### src/sv/etcc_pkg.sv
// Package with the word types, codes and constants of the traffic class counter.
`default_nettype none

package etcc_pkg;

  localparam int unsigned MaxFrameBytes = 1518;
  localparam int unsigned PosW = $clog2(MaxFrameBytes + 1);
  localparam int unsigned PayW = PosW + 8;

  localparam int unsigned NumCounters = 9;
  localparam int unsigned CntW = 32;
  localparam logic [3:0] IDX_TOTAL = 4'd7;
  localparam logic [3:0] IDX_PAYLOAD = 4'd8;

  localparam logic OP_DATA = 1'b0;
  localparam logic OP_READ = 1'b1;

  localparam logic KIND_SUMMARY = 1'b0;
  localparam logic KIND_READ = 1'b1;

  localparam logic [2:0] CLS_TCP = 3'd0;
  localparam logic [2:0] CLS_UDP = 3'd1;
  localparam logic [2:0] CLS_ICMP = 3'd2;
  localparam logic [2:0] CLS_IGMP = 3'd3;
  localparam logic [2:0] CLS_OSPF = 3'd4;
  localparam logic [2:0] CLS_ARP = 3'd5;
  localparam logic [2:0] CLS_OTHER = 3'd6;

  localparam logic [15:0] ETYPE_IPV4 = 16'h0800;
  localparam logic [15:0] ETYPE_ARP = 16'h0806;
  localparam logic [7:0] PROTO_TCP = 8'd6;
  localparam logic [7:0] PROTO_UDP = 8'd17;
  localparam logic [7:0] PROTO_ICMP = 8'd1;
  localparam logic [7:0] PROTO_IGMP = 8'd2;
  localparam logic [7:0] PROTO_OSPF = 8'd89;
  localparam logic [3:0] IP_VERSION_4 = 4'd4;
  localparam logic [7:0] ETH_HDR_BYTES = 8'd14;
  localparam logic [7:0] UDP_HDR_BYTES = 8'd8;
  localparam logic [7:0] TCP_OFFSET_BASE = 8'd26;

  localparam logic CFG_TCP_ENABLE = 1'b0;
  localparam logic CFG_UDP_ENABLE = 1'b1;

  typedef struct packed {
    logic       opcode;
    logic [7:0] frame_byte;
    logic       frame_end;
    logic [3:0] counter_select;
  } etcc_in_t;

  typedef struct packed {
    logic        result_kind;
    logic [2:0]  traffic_class;
    logic [10:0] frame_bytes;
    logic        length_mismatch;
    logic [31:0] counter_value;
  } etcc_out_t;

endpackage

`default_nettype wire

### src/sv/ethernet_traffic_class_counter_unit.sv
// Top level of the Ethernet traffic class byte counter with its read port.
//
// Channel | Direction | Handshake                  | Word
// in      | input     | in_valid_i / in_stall_o    | etcc_in_t
// out     | output    | out_valid_o / out_stall_i  | etcc_out_t
// cfg     | input     | cfg_valid_i / cfg_ready_o  | cfg_index_i, cfg_data_i
//
// One word is accepted every cycle unless the input stalls; header fields are captured as each byte arrives.
// A frame summary or read answer passes through the summary register, then the output register.
// The rate is set by the summary register feeding the counter lanes and output register.
// Reset clears the counters, the enables and the frame capture state at once.
// A stalled output holds its word; the input stalls only when both registers are full.
`default_nettype none

module ethernet_traffic_class_counter_unit import etcc_pkg::*; (
  input  wire logic      clk_i,
  input  wire logic      rst_ni,
  input  wire logic      in_valid_i,
  output logic           in_stall_o,
  input  wire etcc_in_t  in_word_i,
  output logic           out_valid_o,
  input  wire logic      out_stall_i,
  output etcc_out_t      out_word_o,
  input  wire logic      cfg_valid_i,
  output logic           cfg_ready_o,
  input  wire logic      cfg_index_i,
  input  wire logic      cfg_data_i
);

  typedef struct packed {
    logic            is_read;
    logic [3:0]      sel;
    logic [PosW-1:0] n;
    logic [15:0]     etype;
    logic [3:0]      version;
    logic [3:0]      ihl;
    logic [15:0]     total_len;
    logic [7:0]      proto;
    logic [3:0]      tcp_words;
  } etcc_stage_t;

  logic            tcp_en_q, udp_en_q;
  logic [PosW-1:0] pos_q, pos_d;
  logic [15:0]     etype_q, etype_d;
  logic [3:0]      version_q, version_d;
  logic [3:0]      ihl_q, ihl_d;
  logic [15:0]     total_q, total_d;
  logic [7:0]      proto_q, proto_d;
  logic [3:0]      tcpw_q, tcpw_d;

  logic            s1_valid_q, s1_valid_d;
  etcc_stage_t     s1_q, s1_d;
  logic            s1_fire;
  logic            out_valid_q, out_valid_d;
  etcc_out_t       out_q, out_d;

  logic [CntW-1:0] cnt_q [NumCounters];
  logic [CntW-1:0] cnt_d [NumCounters];
  logic [CntW-1:0] amt [NumCounters];

  logic            in_fire;
  logic            loads_stage;
  logic [7:0]      tcp_pos;

  logic            ipv4;
  logic [2:0]      cls;
  logic            mismatch;
  logic            pay_en;
  logic [7:0]      hlen;
  logic [7:0]      hdr_sum;
  logic [PayW-1:0] pay;
  logic [CntW:0]   sum;

  assign cfg_ready_o = 1'b1;

  assign s1_fire    = s1_valid_q && (!out_valid_q || !out_stall_i);
  assign in_stall_o = s1_valid_q && !s1_fire;
  assign in_fire    = in_valid_i && !in_stall_o;
  assign tcp_pos    = TCP_OFFSET_BASE + {2'b00, ihl_q, 2'b00};

  always_comb begin
    pos_d       = pos_q;
    etype_d     = etype_q;
    version_d   = version_q;
    ihl_d       = ihl_q;
    total_d     = total_q;
    proto_d     = proto_q;
    tcpw_d      = tcpw_q;
    loads_stage = 1'b0;
    s1_d        = s1_q;
    if (in_fire) begin
      if (in_word_i.opcode == OP_READ) begin
        loads_stage    = 1'b1;
        s1_d           = '0;
        s1_d.is_read   = 1'b1;
        s1_d.sel       = in_word_i.counter_select;
      end else begin
        if (PayW'(pos_q) < PayW'(MaxFrameBytes)) begin
          if (PayW'(pos_q) == PayW'(12) || PayW'(pos_q) == PayW'(13)) begin
            etype_d = {etype_q[7:0], in_word_i.frame_byte};
          end
          if (PayW'(pos_q) == PayW'(14)) begin
            version_d = in_word_i.frame_byte[7:4];
            ihl_d     = in_word_i.frame_byte[3:0];
          end
          if (PayW'(pos_q) == PayW'(16) || PayW'(pos_q) == PayW'(17)) begin
            total_d = {total_q[7:0], in_word_i.frame_byte};
          end
          if (PayW'(pos_q) == PayW'(23)) begin
            proto_d = in_word_i.frame_byte;
          end
          if (PayW'(pos_q) == PayW'(tcp_pos)) begin
            tcpw_d = in_word_i.frame_byte[7:4];
          end
          pos_d = pos_q + PosW'(1);
        end
        if (in_word_i.frame_end) begin
          loads_stage    = 1'b1;
          s1_d.is_read   = 1'b0;
          s1_d.sel       = in_word_i.counter_select;
          s1_d.n         = pos_d;
          s1_d.etype     = etype_d;
          s1_d.version   = version_d;
          s1_d.ihl       = ihl_d;
          s1_d.total_len = total_d;
          s1_d.proto     = proto_d;
          s1_d.tcp_words = tcpw_d;
          pos_d     = '0;
          etype_d   = '0;
          version_d = '0;
          ihl_d     = '0;
          total_d   = '0;
          proto_d   = '0;
          tcpw_d    = '0;
        end
      end
    end
    s1_valid_d = loads_stage || (s1_valid_q && !s1_fire);
  end

  always_comb begin
    ipv4 = (s1_q.etype == ETYPE_IPV4) && (s1_q.version == IP_VERSION_4);
    cls  = CLS_OTHER;
    if (ipv4) begin
      case (s1_q.proto)
        PROTO_TCP:  cls = CLS_TCP;
        PROTO_UDP:  cls = CLS_UDP;
        PROTO_ICMP: cls = CLS_ICMP;
        PROTO_IGMP: cls = CLS_IGMP;
        PROTO_OSPF: cls = CLS_OSPF;
        default:    cls = CLS_OTHER;
      endcase
    end else if (s1_q.etype == ETYPE_ARP) begin
      cls = CLS_ARP;
    end
    mismatch = ipv4 && (17'(s1_q.n) != ({1'b0, s1_q.total_len} + 17'(ETH_HDR_BYTES)));
    pay_en   = 1'b0;
    hlen     = '0;
    if (ipv4 && cls == CLS_TCP && tcp_en_q) begin
      pay_en = 1'b1;
      hlen   = {2'b00, s1_q.tcp_words, 2'b00};
    end else if (ipv4 && cls == CLS_UDP && udp_en_q) begin
      pay_en = 1'b1;
      hlen   = UDP_HDR_BYTES;
    end
    hdr_sum = ETH_HDR_BYTES + {2'b00, s1_q.ihl, 2'b00} + hlen;
    pay = (PayW'(s1_q.n) >= PayW'(hdr_sum)) ? (PayW'(s1_q.n) - PayW'(hdr_sum)) : '0;
  end

  always_comb begin
    sum = '0;
    for (int i = 0; i < NumCounters; i++) begin
      amt[i] = '0;
      if (s1_fire && !s1_q.is_read) begin
        if (i < 7 && cls == 3'(i)) begin
          amt[i] = CntW'(s1_q.n);
        end
        if (4'(i) == IDX_TOTAL) begin
          amt[i] = CntW'(s1_q.n);
        end
        if (4'(i) == IDX_PAYLOAD && pay_en) begin
          amt[i] = CntW'(pay);
        end
      end
      sum      = {1'b0, cnt_q[i]} + {1'b0, amt[i]};
      cnt_d[i] = sum[CntW] ? '1 : sum[CntW-1:0];
    end
  end

  always_comb begin
    out_d = out_q;
    if (s1_fire) begin
      out_d = '0;
      if (s1_q.is_read) begin
        out_d.result_kind = KIND_READ;
        if (s1_q.sel < 4'(NumCounters)) begin
          out_d.counter_value = cnt_q[s1_q.sel];
        end
      end else begin
        out_d.result_kind     = KIND_SUMMARY;
        out_d.traffic_class   = cls;
        out_d.frame_bytes     = 11'(s1_q.n);
        out_d.length_mismatch = mismatch;
      end
    end
    out_valid_d = s1_fire || (out_valid_q && out_stall_i);
  end

  always_ff @(posedge clk_i or negedge rst_ni) begin
    if (!rst_ni) begin
      tcp_en_q    <= 1'b0;
      udp_en_q    <= 1'b0;
      pos_q       <= '0;
      etype_q     <= '0;
      version_q   <= '0;
      ihl_q       <= '0;
      total_q     <= '0;
      proto_q     <= '0;
      tcpw_q      <= '0;
      s1_valid_q  <= 1'b0;
      out_valid_q <= 1'b0;
      for (int i = 0; i < NumCounters; i++) begin
        cnt_q[i] <= '0;
      end
    end else begin
      if (cfg_valid_i && cfg_ready_o) begin
        if (cfg_index_i == CFG_TCP_ENABLE) begin
          tcp_en_q <= cfg_data_i;
        end
        if (cfg_index_i == CFG_UDP_ENABLE) begin
          udp_en_q <= cfg_data_i;
        end
      end
      pos_q       <= pos_d;
      etype_q     <= etype_d;
      version_q   <= version_d;
      ihl_q       <= ihl_d;
      total_q     <= total_d;
      proto_q     <= proto_d;
      tcpw_q      <= tcpw_d;
      s1_valid_q  <= s1_valid_d;
      out_valid_q <= out_valid_d;
      for (int i = 0; i < NumCounters; i++) begin
        cnt_q[i] <= cnt_d[i];
      end
    end
  end

  always_ff @(posedge clk_i) begin
    s1_q  <= s1_d;
    out_q <= out_d;
  end

  assign out_valid_o = out_valid_q;
  assign out_word_o  = out_q;

  a_stall_needs_full: assert property (@(posedge clk_i) disable iff (!rst_ni)
    in_stall_o |-> (s1_valid_q && out_valid_q && out_stall_i))
    else $error("input stalled while the pipeline could advance");

  a_position_bound: assert property (@(posedge clk_i) disable iff (!rst_ni)
    PayW'(pos_q) <= PayW'(MaxFrameBytes))
    else $error("byte position ran past the maximum frame length");

  a_total_monotonic: assert property (@(posedge clk_i) disable iff (!rst_ni)
    1'b1 |=> cnt_q[IDX_TOTAL] >= $past(cnt_q[IDX_TOTAL]))
    else $error("total byte counter decreased");

  a_mismatch_ipv4_only: assert property (@(posedge clk_i) disable iff (!rst_ni)
    (out_valid_o && out_word_o.result_kind == KIND_SUMMARY && out_word_o.length_mismatch)
      |-> (out_word_o.traffic_class != CLS_ARP))
    else $error("length mismatch flagged on an ARP frame");

endmodule

`default_nettype wire

### config.mk
export PLATFORM = sky130hd
export DESIGN_NAME = ethernet_traffic_class_counter_unit
export DESIGN_NICKNAME = d
export VERILOG_FILES = /design/src/sv/etcc_pkg.sv /design/src/sv/ethernet_traffic_class_counter_unit.sv
export SDC_FILE = /design/constraint.sdc
export NUM_CORES = 1
export LEC_CHECK = 0
export BUFFER_PORTS_ARGS = -buffer_cell sky130_fd_sc_hd__buf_2
export CORE_ASPECT_RATIO = 0.6
export CORE_MARGIN = 5
export CORE_UTILIZATION = 34
export CTS_BUF_LIST = sky130_fd_sc_hd__clkbuf_2
export CTS_CLUSTER_DIAMETER = 60
export DETAILED_ROUTE_END_ITERATION = 16
export GPL_ROUTABILITY_DRIVEN = 0
export SYNTH_ARGS = -nofsm -noshare
export SYNTH_HDL_FRONTEND = slang
export SYNTH_SLANG_ARGS = --single-unit
### constraint.sdc
create_clock -name clk_i -period 8.59 [get_ports clk_i]
set_input_delay 0.859 -clock clk_i [delete_from_list [all_inputs] [get_ports clk_i]]
set_output_delay 0.859 -clock clk_i [all_outputs]
set_load 0.1 [all_outputs]
# ---- Word level (Yosys, flattened, before mapping)
# Cells that the tools add are included.
# Widths: inputs -> output; s select.
dict set report word_totals {
  register_bits 471
  elab_cells 169
  output_inout_bits 51
  input_bits 21
}
dict set report classes {
  add_sub_neg 15
  n_lt_le_gt_ge 4
  bitwise 3
  eq_ne 22
  reduce_logical 28
  mux 63
}
# operator n
set ops {}
lappend ops {{$mux 32} 11}
lappend ops {{$add 32x32->33} 9}
lappend ops {{$mux 11} 17}
lappend ops {{$bmux 32 s4} 1}
lappend ops {{$mux 16} 6}
lappend ops {{$mux 68} 1}
lappend ops {{$mux 67} 1}
lappend ops {{$mux 19} 3}
lappend ops {{$mux 4} 10}
lappend ops {{$eq 11x4->1 const B} 3}
lappend ops {{$eq 11x5->1 const B} 3}
lappend ops {{$eq 16x12->1 const B} 2}
lappend ops {{$mux 8} 3}
lappend ops {{$add 16x4->17 const B} 1}
lappend ops {{$ne 11x17->1} 1}
lappend ops {{$pmux 3 s5} 1}
lappend ops {{$sub 11x8->12} 1}
lappend ops {{$add 11x1->11 const B} 1}
lappend ops {{$eq 11x7->1} 1}
lappend ops {{$ge 11x8->1} 1}
lappend ops {{$logic_and 1x1->1} 11}
lappend ops {{$lt 11x11->1 const B} 1}
lappend ops {{$reduce_and 2->1} 5}
lappend ops {{$eq 3x3->1 const B} 3}
lappend ops {{other kinds (23)} 38}

# ---- Depth between registers and ports, before layout
dict set report depth {
  word_depth 15
  mapped_depth 29
  mapped_depth_nobuf 28
}

# ---- Worst setup path before layout
# OpenSTA, ideal clock, no wires.
dict set report synth_timing {
  path_kind {reg-to-reg}
  startpoint {reg s1_q[6] (netlist bit)}
  endpoint {reg cnt_q[30] (netlist bit)}
  n_path_buf 1
  t_arrival_ns 6.568
  stages_incl_launch_ff 29
  t_required_ns 8.465
  setup_slack_ns 1.898
  setup_ns 0.125
  period_less_slack_ns 6.692
  cell_sequence {edfxtp_1 > nor3b_1 > or4b_2 > nor3b_1 > nor2b_1 > and2_1 > a32oi_1 > ha_1 > inv_1 > ha_1 > fa_1 > a21o_1 > nand2_1 > ha_1 > or4_1 > a21oi_1 > o21ai_0 > nand3_1 > clkbuf_1 > nor2_1 > ha_1 > fa_1 > a211oi_1 > o21bai_1 > a211oi_1 > o31ai_1 > a31oi_1 > nor4_1 > mux2_2}
}
# element line
set synth_rtl {}
lappend synth_rtl {{from (decl)} ethernet_traffic_class_counter_unit.sv:52} ;# etcc_stage_t s1_q, s1_d;
lappend synth_rtl {{from (signal assigned)} ethernet_traffic_class_counter_unit.sv:250} ;# s1_q <= s1_d;
lappend synth_rtl {{to (signal, indexed assignment)} ethernet_traffic_class_counter_unit.sv:244} ;# cnt_q[i] <= cnt_d[i];
lappend synth_rtl {{to (decl)} ethernet_traffic_class_counter_unit.sv:57} ;# logic [CntW-1:0] cnt_q [NumCounters];

==> results.toml <==
[global_route]
grt_busiest_layer = "met1"
met3_usage_pct = 6.50
grtUsageMet2_pct = 23.7
antenna_found_initial = 2
grt_first_pass_wirelength_mm = 131
grt_use_met1_pct = 29.8
overflow = 0
grt_usage_pct = 18.8
grt_max_degree = 118
grt_pass1_vias = 22000

[sta]
setup_tns_ns = 0
min_period_ns = 7.76
max_freq_ghz = 0.129
setup_viol = 0
max-slew-margin-rel_pct = 21.0
rsz0062_at_grt = "no"
skew_ns = 0.171
fin_ws_ns = 0.834
hold_viol = 0
drv_slew = 0
finalCritPeriodShare_pct = 90.3
worst_slew_pin_slew_ns = 1.18

[critical_path]
arrival_ns = 8.81
crit_top_cell = "ha_1"
path_delay_family = "simple AND/OR/NAND/NOR gates"
end_kind = "flop"
start_kind = "flop"
cpPeakStageDelay_ns = 0.67
cp_max_fo = 12
crit_buf_inv = 3
worst_path_max_delay_cell = "or4b_2"
critPathRequiredTime_ns = 9.64
crit_type = "reg -> reg"

[clock_tree]
htree_levels = 3
clkLatencyLatePin_ns = 1.32
cts_setup_buffers = 0
path_clk_slew_ns = 0.11
cts_tree = "built"
clock_sink_count = 471
cts-buffers-inserted = 119
cts_buffer_depth = 3
cts-root-buf = "clkbuf_2"

[synthesis]
postSynthAreaPerCell_um2 = 9.66
synth_top_family_by_area = "simple AND/OR/NAND/NOR gates"
synth_top_area_share_pct = 31.2
synth-compound-area-share_pct = 14.8
synth-edff-count = 116
synth_fa_ha_area_share_pct = 6.35
async_flop_share_pct = 75.4
ys_ff_latch = 471
yosysUniqueCellTypes = 80
ys.flop_type = "dfrtp_1"
ys_warn_count = 0
yosysSeqAreaShare_pct = 43.4
yosysTopAreaCell = "dfrtp_1"
synth_xor_area_share_pct = 4.95
synth_area_leaders = "dfrtp_1 (31%), edfxtp_1 (12%), ha_1 (5.6%)"
netlist_instances = 2950
syn_nets = 3109
synth-simple-area-share_pct = 18.9
synth_area_um2 = 28500
muxShareOfSynthArea_pct = 8.55

[floorplan]
start_util_pct = 34.2
placementRows = 82
dieHeight_um = 234
dieArea_um2 = 89900
core_area_um2 = 83300
die_w_um = 384
ios = 72

[drt]
wl_per_cell_um = 19.7
drtIter0Drc = 2487
vias = 23500
routed_wl_mm = 85.0
antenna_left = 0
firstDrtPassIters = 5
via_per_inst = 5.44
drc = 0

[power_and_ir_drop]
p_per_area_nw_per_um2 = 156
ir_drop_v = 0.0000833
power_uw = 4890
leakage_uw = 0.0145

[finish]
syn2layout_area_growth_pct = 10.2
drive_gt1_share_pct = 13.6
multi_input_area_um2 = 15300
nNetsFinal = 3236
fillers = 8476
final_area_um2 = 31400
seqCellArea_um2 = 12400
stdcell_count = 4320

[placement]
place_inst = 4070
dpl-instance-area_um2 = 30100
dp_hpwl_mm = 62.1
dp_slack_ns = 0.964
port_buffers = 70

[min_path]
hold_class = "in -> reg"

[run]
cap_viol_max_count = 0

[run_status]
outcome = "completed"
==> per-stage QoR <==
step / hold slack [ns] / util [%]
3_5_place_dp: 0.485 / 36.1
2_1_floorplan: 0.457 / -
4_1_cts: 0.0892 / 37.7
5_1_grt: 0.0879 / 37.7
3_3_place_gp: 0.480 / 36.1
6_report: 0.229 / 37.7
==> cell families (layout without fill, tap and decap cells) <==
family	count (synthesis)	after routing
buffers and inverters	218	448
flip-flops	471	471
AND/OR/NAND/NOR	1142	1142
other	1	7
multiplexers	158	158
AO/OA/AOI/OAI	661	661
XOR/XNOR	161	161
adder cells (fa/ha/maj)	138	138
==> worst paths after layout <==
check	from	end	slack, ns	cells after the start
setup / recovery	s1_q[5]	cnt_q[26]	0.83	29
hold / removal	in_valid_i	pos_q[10]	0.23	4
setup reg to reg	s1_q[5]	cnt_q[26]	0.83	29
hold reg to reg	tcpw_q[3]	tcpw_q[3]	0.51	1
max in group asynchronous	rst_ni	cnt_q[11]	6.62	3
min in group asynchronous	rst_ni	cnt_q[222]	0.27	2
==> what timing repair did <==
action,in CTS,in global routing
endpoints found under the hold margin,163,0
hold buffers,20,0
gates resized for setup,0,0
==> worst reg2reg max path, delay by kind of cell, from the launching register on <==
family | cells | cell delay (ns)
AO/OA/AOI/OAI | 9 | 2.23
adder cells (fa/ha/maj) | 6 | 1.56
buffers and inverters | 3 | 0.36
flip-flops | 1 | 0.41
multiplexers | 1 | 0.30
AND/OR/NAND/NOR | 10 | 2.69
==> cell usage after synthesis, drive strengths merged, types with 8 or more instances <==
library cell	number
xor2	82
ha	127
o21bai	12
nand2b	35
a21oi	207
clkbuf	95
nand4	47
nor3b	8
edfxtp	116
o21ai	134
nand3	102
o2111ai	8
nor2	293
a21o	46
mux4	64
dfrtp	355
o31ai	12
a2111oi	9
or3	14
a211oi	31
nor4	17
and2	22
nand2	393
a22o	54
xnor2	79
o21a	28
and4	19
or2	19
nor2b	40
a21boi	9
o211ai	10
inv	99
and3	68
mux2	42
a31oi	56
fa	11
nor3	43
nand3b	8
buf	24
mux2i	52
==> power breakdown <==
| group | total [µW] | switching (µW) | internal [µW] |
|---|---|---|---|
| clock network | 1580 | 1020 | 558 |
| registers | 2530 | 116 | 2410 |
| logic | 781 | 530 | 251 |
==> state kept, by name, summed over array words and instances (netlist names), 8 cells and up <==
register    flops
proto_q         8
total_q        16
etype_q        16
pos_q          11
cnt_q         288
out_word_o     48
s1_q           68
==> layout make-up <==
| type | count | area share (%) |
|---|---|---|
| diodes | 6 | 0.0478 |
| clock buffers | 162 | 2.58 |
| clock inverters | 62 | 0.905 |
| inverters | 99 | 1.18 |
| multi-input cells | 2261 | 48.7 |
| flip-flops and latches | 471 | 39.4 |
| well taps | 1134 | 4.52 |
| repair buffers | 125 | 2.62 |
==> cells in the final DEF (no fill, tap or decap), types with 19 or more instances in the layout <==
cell type,instances
clkinv_1,44
and4_1,19
buf_4,35
a22o_1,54
nand3_1,102
inv_1,98
a21o_1,46
and3_1,68
dfrtp_1,355
xnor2_1,79
nand2_1,393
a31oi_1,56
dlygate4sd3_1,20
clkbuf_2,162
edfxtp_1,116
ha_1,127
mux2_2,42
mux2i_1,52
mux4_2,64
nor2b_1,40
buf_2,69
nand4_1,47
o21ai_0,124
nor2_1,291
a21oi_1,207
nand2b_1,35
xor2_1,82
nor3_1,41
a211oi_1,31
o21a_1,28
==> metal layers <==
| metal | part of all wire, % | wire [µm] |
|---|---|---|
| met2 | 37 | 31300 |
| met1 | 50 | 42500 |
| met5 | 0 | 0 |
| met4 | 1.7 | 1430 |
| met3 | 11 | 9750 |
No activity file was read; power rests on OpenSTA's default activity.
